### src/rtl/core/mdc_pkg.sv
package mdc_pkg;

  // Largest supported matrix order and the sizes that follow from it.
  localparam int MAX_ORDER   = 6;
  localparam int STORE_DEPTH = MAX_ORDER * MAX_ORDER;
  localparam int MADDR_W     = 6;
  localparam int SUBSET_W    = MAX_ORDER;
  localparam int DET_DEPTH   = 1 << SUBSET_W;
  localparam int COL_W       = 3;
  localparam int ELEM_W      = 10;
  localparam int DET_W       = 64;

  // Commands from the controller to the datapath.
  typedef struct packed {
    logic                mat_we;
    logic [MADDR_W-1:0]  mat_waddr;
    logic [MADDR_W-1:0]  mat_raddr;
    logic [SUBSET_W-1:0] det_raddr;
    logic                use_one;
    logic                mul_en;
    logic                acc_clr;
    logic                acc_en;
    logic                acc_neg;
    logic                det_we;
    logic [SUBSET_W-1:0] det_waddr;
    logic                out_load;
  } mdc_cmd_t;

  // Status from the datapath to the controller.
  typedef struct packed {
    logic out_busy;
  } mdc_status_t;

endpackage

### src/rtl/core/mdc_ctrl.sv
module mdc_ctrl
  import mdc_pkg::*;
(
  input  logic        clk,
  input  logic        rst,
  input  logic        cfg_wen,
  input  logic [2:0]  cfg_wdata,
  input  logic        in_valid,
  output logic        in_ready,
  input  mdc_status_t status,
  output mdc_cmd_t    cmd
);

  typedef enum logic [6:0] {
    S_LOAD  = 7'b0000001,
    S_SCAN  = 7'b0000010,
    S_WAIT  = 7'b0000100,
    S_ACC   = 7'b0001000,
    S_STORE = 7'b0010000,
    S_DONE  = 7'b0100000,
    S_MUL   = 7'b1000000
  } state_t;

  state_t              state, state_next;
  logic [2:0]          order_reg;
  logic [2:0]          n_eff;
  logic [MADDR_W-1:0]  load_count, load_count_next;
  logic [SUBSET_W-1:0] subset, subset_next;
  logic [COL_W-1:0]    col, col_next;
  logic                negate, negate_next;
  logic [MADDR_W-1:0]  total;
  logic [SUBSET_W-1:0] full_set;
  logic [SUBSET_W-1:0] col_bit;
  logic [SUBSET_W-1:0] minor_set;
  logic [2:0]          pop;
  logic [2:0]          row;
  logic                in_set;
  logic                accept;

  // Effective order: zero reads as one, above the maximum reads as the maximum.
  always_comb begin
    if (order_reg == 3'd0) begin
      n_eff = 3'd1;
    end else if (order_reg > 3'(MAX_ORDER)) begin
      n_eff = 3'(MAX_ORDER);
    end else begin
      n_eff = order_reg;
    end
  end

  // Subset bookkeeping: the row of the minor follows from the subset size.
  always_comb begin
    pop = '0;
    for (int i = 0; i < SUBSET_W; i++) begin
      pop = pop + 3'(subset[i]);
    end
  end

  assign total     = MADDR_W'(n_eff) * MADDR_W'(n_eff);
  assign full_set  = SUBSET_W'((7'd1 << n_eff) - 7'd1);
  assign col_bit   = SUBSET_W'(7'd1 << col);
  assign minor_set = subset & ~col_bit;
  assign in_set    = |(subset & col_bit);
  assign row       = n_eff - pop;
  assign in_ready  = (state == S_LOAD);
  assign accept    = in_valid && in_ready;

  // Order register and sequencer registers.
  always_ff @(posedge clk) begin
    if (rst) begin
      order_reg  <= 3'(MAX_ORDER);
      state      <= S_LOAD;
      load_count <= '0;
      subset     <= '0;
      col        <= '0;
      negate     <= 1'b0;
    end else begin
      if (cfg_wen) begin
        order_reg <= cfg_wdata;
      end
      state      <= state_next;
      load_count <= cfg_wen ? '0 : load_count_next;
      subset     <= subset_next;
      col        <= col_next;
      negate     <= negate_next;
    end
  end

  // Next state and commands.
  always_comb begin
    state_next      = state;
    load_count_next = load_count;
    subset_next     = subset;
    col_next        = col;
    negate_next     = negate;
    cmd             = '0;
    cmd.mat_waddr   = load_count;
    cmd.mat_raddr   = MADDR_W'(row) * MADDR_W'(n_eff) + MADDR_W'(col);
    cmd.det_raddr   = minor_set;
    cmd.use_one     = (minor_set == '0);
    cmd.det_waddr   = subset;
    cmd.acc_neg     = negate;
    unique case (state)
      S_LOAD: begin
        if (accept) begin
          cmd.mat_we = 1'b1;
          if (load_count + 6'd1 >= total) begin
            load_count_next = '0;
            subset_next     = SUBSET_W'(1);
            col_next        = '0;
            negate_next     = 1'b0;
            cmd.acc_clr     = 1'b1;
            state_next      = S_SCAN;
          end else begin
            load_count_next = load_count + 6'd1;
          end
        end
      end
      S_SCAN: begin
        if (col >= n_eff) begin
          state_next = S_STORE;
        end else if (in_set) begin
          state_next = S_WAIT;
        end else begin
          col_next = col + 3'd1;
        end
      end
      S_WAIT: begin
        state_next = S_MUL;
      end
      S_MUL: begin
        cmd.mul_en = 1'b1;
        state_next = S_ACC;
      end
      S_ACC: begin
        cmd.acc_en  = 1'b1;
        negate_next = !negate;
        col_next    = col + 3'd1;
        state_next  = S_SCAN;
      end
      S_STORE: begin
        cmd.det_we = 1'b1;
        if (subset == full_set) begin
          state_next = S_DONE;
        end else begin
          subset_next = subset + 6'd1;
          col_next    = '0;
          negate_next = 1'b0;
          cmd.acc_clr = 1'b1;
          state_next  = S_SCAN;
        end
      end
      S_DONE: begin
        if (!status.out_busy) begin
          cmd.out_load = 1'b1;
          state_next   = S_LOAD;
        end
      end
      default: begin
        state_next = S_LOAD;
      end
    endcase
  end

`ifndef SYNTH
  a_store_nonempty: assert property (@(posedge clk) disable iff (rst)
    cmd.det_we |-> subset != '0)
    else $error("minor stored for an empty subset");
  a_done_to_load: assert property (@(posedge clk) disable iff (rst)
    (state == S_DONE && !status.out_busy) |=> state == S_LOAD)
    else $error("finished result not handed over");
  a_mul_after_wait: assert property (@(posedge clk) disable iff (rst)
    cmd.mul_en |-> $past(state == S_WAIT))
    else $error("multiply without a read");
`endif

endmodule

### config.mk
export PLATFORM = sky130hd
export DESIGN_NAME = mdc_ctrl
export DESIGN_NICKNAME = d
export VERILOG_FILES = /design/src/rtl/core/mdc_pkg.sv /design/src/rtl/core/mdc_ctrl.sv
export SDC_FILE = /design/constraint.sdc
export NUM_CORES = 1
export LEC_CHECK = 0
export BUFFER_PORTS_ARGS = -buffer_cell sky130_fd_sc_hd__buf_2
export CAP_MARGIN = 15
export CORE_ASPECT_RATIO = 0.6
export CORE_UTILIZATION = 61
export CTS_CLUSTER_DIAMETER = 120
export DETAILED_ROUTE_END_ITERATION = 6
export GPL_ROUTABILITY_DRIVEN = 0
export PLACE_DENSITY = 0.95
export SLEW_MARGIN = 30
export SYNTH_ARGS = -nofsm -noshare
export SYNTH_HDL_FRONTEND = slang
export SYNTH_SLANG_ARGS = --single-unit
### constraint.sdc
create_clock -name clk -period 12.05 [get_ports clk]
set_clock_uncertainty 0.15 [all_clocks]
set_input_delay 0 -clock clk [delete_from_list [all_inputs] [get_ports clk]]
set_output_delay 0 -clock clk [all_outputs]
set_load 0.02 [all_outputs]
==> qor.csv <==
stage,metric,value,unit
clocking,cts_max_level,1,
worst_setup_path,crit_type,reg -> out,
route,vias_per_cell,5.96,
cells_and_area,multi_input_comb_area,1750,µm²
cells_and_area,areaGrowthSynthToFinish,16.6,%
place,dpl.hpwl,4710,µm
timing,fmaxAchievable,168,MHz
place,dp_cells,361,
timing,finalWorstSetupSlack,6.10,ns
synthesis,synthCells,286,
clocking,clock_latency,0.28,ns
cells_and_area,finish.instance_area,2830,µm²
place,dpl-instance-area,2630,µm²
synthesis,synth_warnings,0,
timing,min_period,5.95,ns
worst_setup_path,cp-end-kind,primary output,
worst_setup_path,start_kind,register,
power_and_ir_drop,p_leak,1.41,nW
cells_and_area,final_util,75.5,%
global_route,antenna_found_initial,0,
clocking,clk_pin_slew,0.10,ns
cells_and_area,largestRegisters,"state: 7 flops, load_count: 6 flops, subset: 6 flops",
cells_and_area,fin_cells,378,
global_route,grt_max_degree,16,
synthesis,ys_top_cells_by_area,"dfxtp_1 (21%), ha_1 (17%), fa_1 (6.6%), xnor2_1 (6.1%), nor2_1 (4.3%)",
place,pre_cts_slack,6.42,ns
clocking,cts_root_buffer,clkbuf_8,
clocking,numCtsBuffers,3,
synthesis,netlist.area_leader.share,21.5,%
route,routedWlPerCell,16.4,µm
power_and_ir_drop,swShare,40.4,%
place,port_buffers,40,
die,start_util,64.7,%
timing,setup_viol,0,
route,wirelength,6190,µm
synthesis,synthDistinctLibCells,49,
clocking,cts_buffer_depth,2,
timing,rsz0062_at_grt,no,
cells_and_area,regMostFlops,state,
timing,fin_tns_setup,0,ns
global_route,grt_pass1_wl,10300,µm
clocking,cts_sinks,26,
synthesis,ys_ff_latch,26,
clocking,cts_tree,done,
synthesis,synth_enable_flop_cells,0,
timing,worst_slew_pin_slew,0.693,ns
cells_and_area,largest_register_ffs,7,
die,core_area,3740,µm²
clocking,post_cts_buffers,0,
cells_and_area,seq_area,520,µm²
route,vias,2252,
power_and_ir_drop,power.density,119,nW/µm²
power_and_ir_drop,clock_power_share,22.7,%
worst_setup_path,crit_required,11.90,ns
route,drtIter0Drc,153,
timing,maxSlewHeadroom,53.4,%
power_and_ir_drop,ir_drop,0.100,mV
timing,post-route-period-util,49.4,%
route,ant_nets,0,
worst_setup_path,crit_fanout,5,
timing,maxSlewViolCount,0,
global_route,grt_usage,31.5,%
synthesis,syn_avg_cell_area,8.47,µm²
die,fp.dieH,50.8,µm
cells_and_area,layout-drive-gt1-share,17.8,%
status,status,"finished, final reports clean",
cells_and_area,nFillCells,262,
synthesis,syn_nets,334,
worst_setup_path,worstPathArrival,5.80,ns
timing,hold_violations,0,
die,ioPinCount,41,
synthesis,async_flop_share,0,%
synthesis,synth_seq_area_share,21.5,%
power_and_ir_drop,power.internal,0.200,mW
synthesis,ys.flop_type,dfxtp_1,
die,die_x,83.4,µm
synthesis,netlist_area,2420,µm²
synthesis,yosysTopAreaCell,dfxtp_1,
route,drc_errors,0,
route,drt_first_pass_iters,5,
die,rows,17,
power_and_ir_drop,switchingPower,0.136,mW
global_route,grt_pass1_vias,2115,
min_path,hold_path_class,in -> reg,
power_and_ir_drop,power_frac_comb,46.6,%
cells_and_area,nets,380,
global_route,grt_overflow,0,
power_and_ir_drop,pwr-share-seq,30.8,%
cells_and_area,diodes,0,
run,max_cap_viol_count,0,
die,die-area,4240,µm²
[through the flow]
stage	hold slack (ns)	power, mW
global route	0.129	0.356
global placement	0.0730	0.247
CTS	0.0579	0.333
finish	0.0591	0.336
detailed placement	0.0794	0.253
floorplan	-0.0702	0.219
[cells in the final DEF, fill, tap and decap left out, types with 2 or more instances in the layout]
master,n
nand2b_1,2
dfxtp_1,26
clkbuf_8,3
nor4_1,4
o21a_1,3
nor4b_1,3
xor2_1,9
nand2_1,23
buf_2,40
nand3_1,9
a21boi_0,2
a21o_1,6
xnor2_1,17
mux2_2,5
nor2_1,28
fa_1,8
a21oi_1,11
and2_1,2
mux2i_1,4
and3_1,8
nor2b_1,3
o21ai_0,5
o211ai_1,2
ha_1,32
nor3_1,14
a311oi_1,2
nand4_1,2
dlygate4sd3_1,13
o211a_1,2
inv_1,23
[power by group through the flow]
stage	logic, mW	clock network, mW	registers [mW]
2_1_floorplan	0.123	0	0.0957
3_3_place_gp	0.143	0	0.104
3_5_place_dp	0.149	0	0.104
4_1_cts	0.153	0.0771	0.103
5_1_grt	0.172	0.0797	0.104
6_report	0.156	0.0761	0.103
[worst paths after layout]
check        depth (start not counted)  slack, ns         start            end
max                                 18       6.10     subset[5]        cmd[24]
max reg2reg                          9       8.43  order_reg[2]       state[5]
min reg2reg                          2       0.39        negate         negate
min                                  5       0.06      in_valid  load_count[4]
[synth_stat cells (all sizes together), types with 6 or more instances]
library cell  count
ha               32
nor2             28
dfxtp            26
inv              24
nand2            23
xnor2            17
nor3             15
a21oi            11
nand3             9
xor2              9
and3              8
fa                8
a21o              6
buf               6
clkbuf            6
[per-layer routing]
metal	GRT usage (%)	wire length, µm	up-vias
met3	7.75	627	20
met2	49.0	2670	135
met1	42.7	2740	1023
li1	-	-	1074
met4	12.1	151	0
met5	0	0	-
[layout make-up]
class | instances | area share, %
clock buffer | 3 | 1.46
clock inverter | 1 | 1.06
inverter | 25 | 3.32
multi-input combinational | 223 | 62.0
sequential | 26 | 18.4
tap | 47 | 2.08
timing repair buffer | 53 | 11.7
[worst max-delay path, cell delays in order, from the launching register on]
cell	delay, ns
dfxtp_1	0.45
inv_1	0.17
fa_1	0.51
fa_1	0.41
inv_1	0.09
fa_1	0.43
ha_1	0.35
fa_1	0.44
xor2_1	0.16
xnor2_1	0.22
nand2_1	0.10
fa_1	0.49
inv_1	0.05
fa_1	0.50
fa_1	0.47
a21o_1	0.19
a21oi_1	0.17
xnor2_1	0.13
buf_2	0.18
[cell families after synthesis]
logic type	count (synthesis)	synth area share, %
other	1	0.155
buffers and inverters	37	6.25
multiplexers	9	3.98
AO/OA/AOI/OAI	42	13.0
XOR/XNOR	26	9.40
adder cells (fa/ha/maj)	41	23.5
AND/OR/NAND/NOR	104	22.3
flip-flops	26	21.5
[what timing repair did]
item,in CTS,in global routing
endpoints found under the hold margin,13,0
hold buffers,13,0
resized for setup,0,0
(Power assumes the default switching activity.)
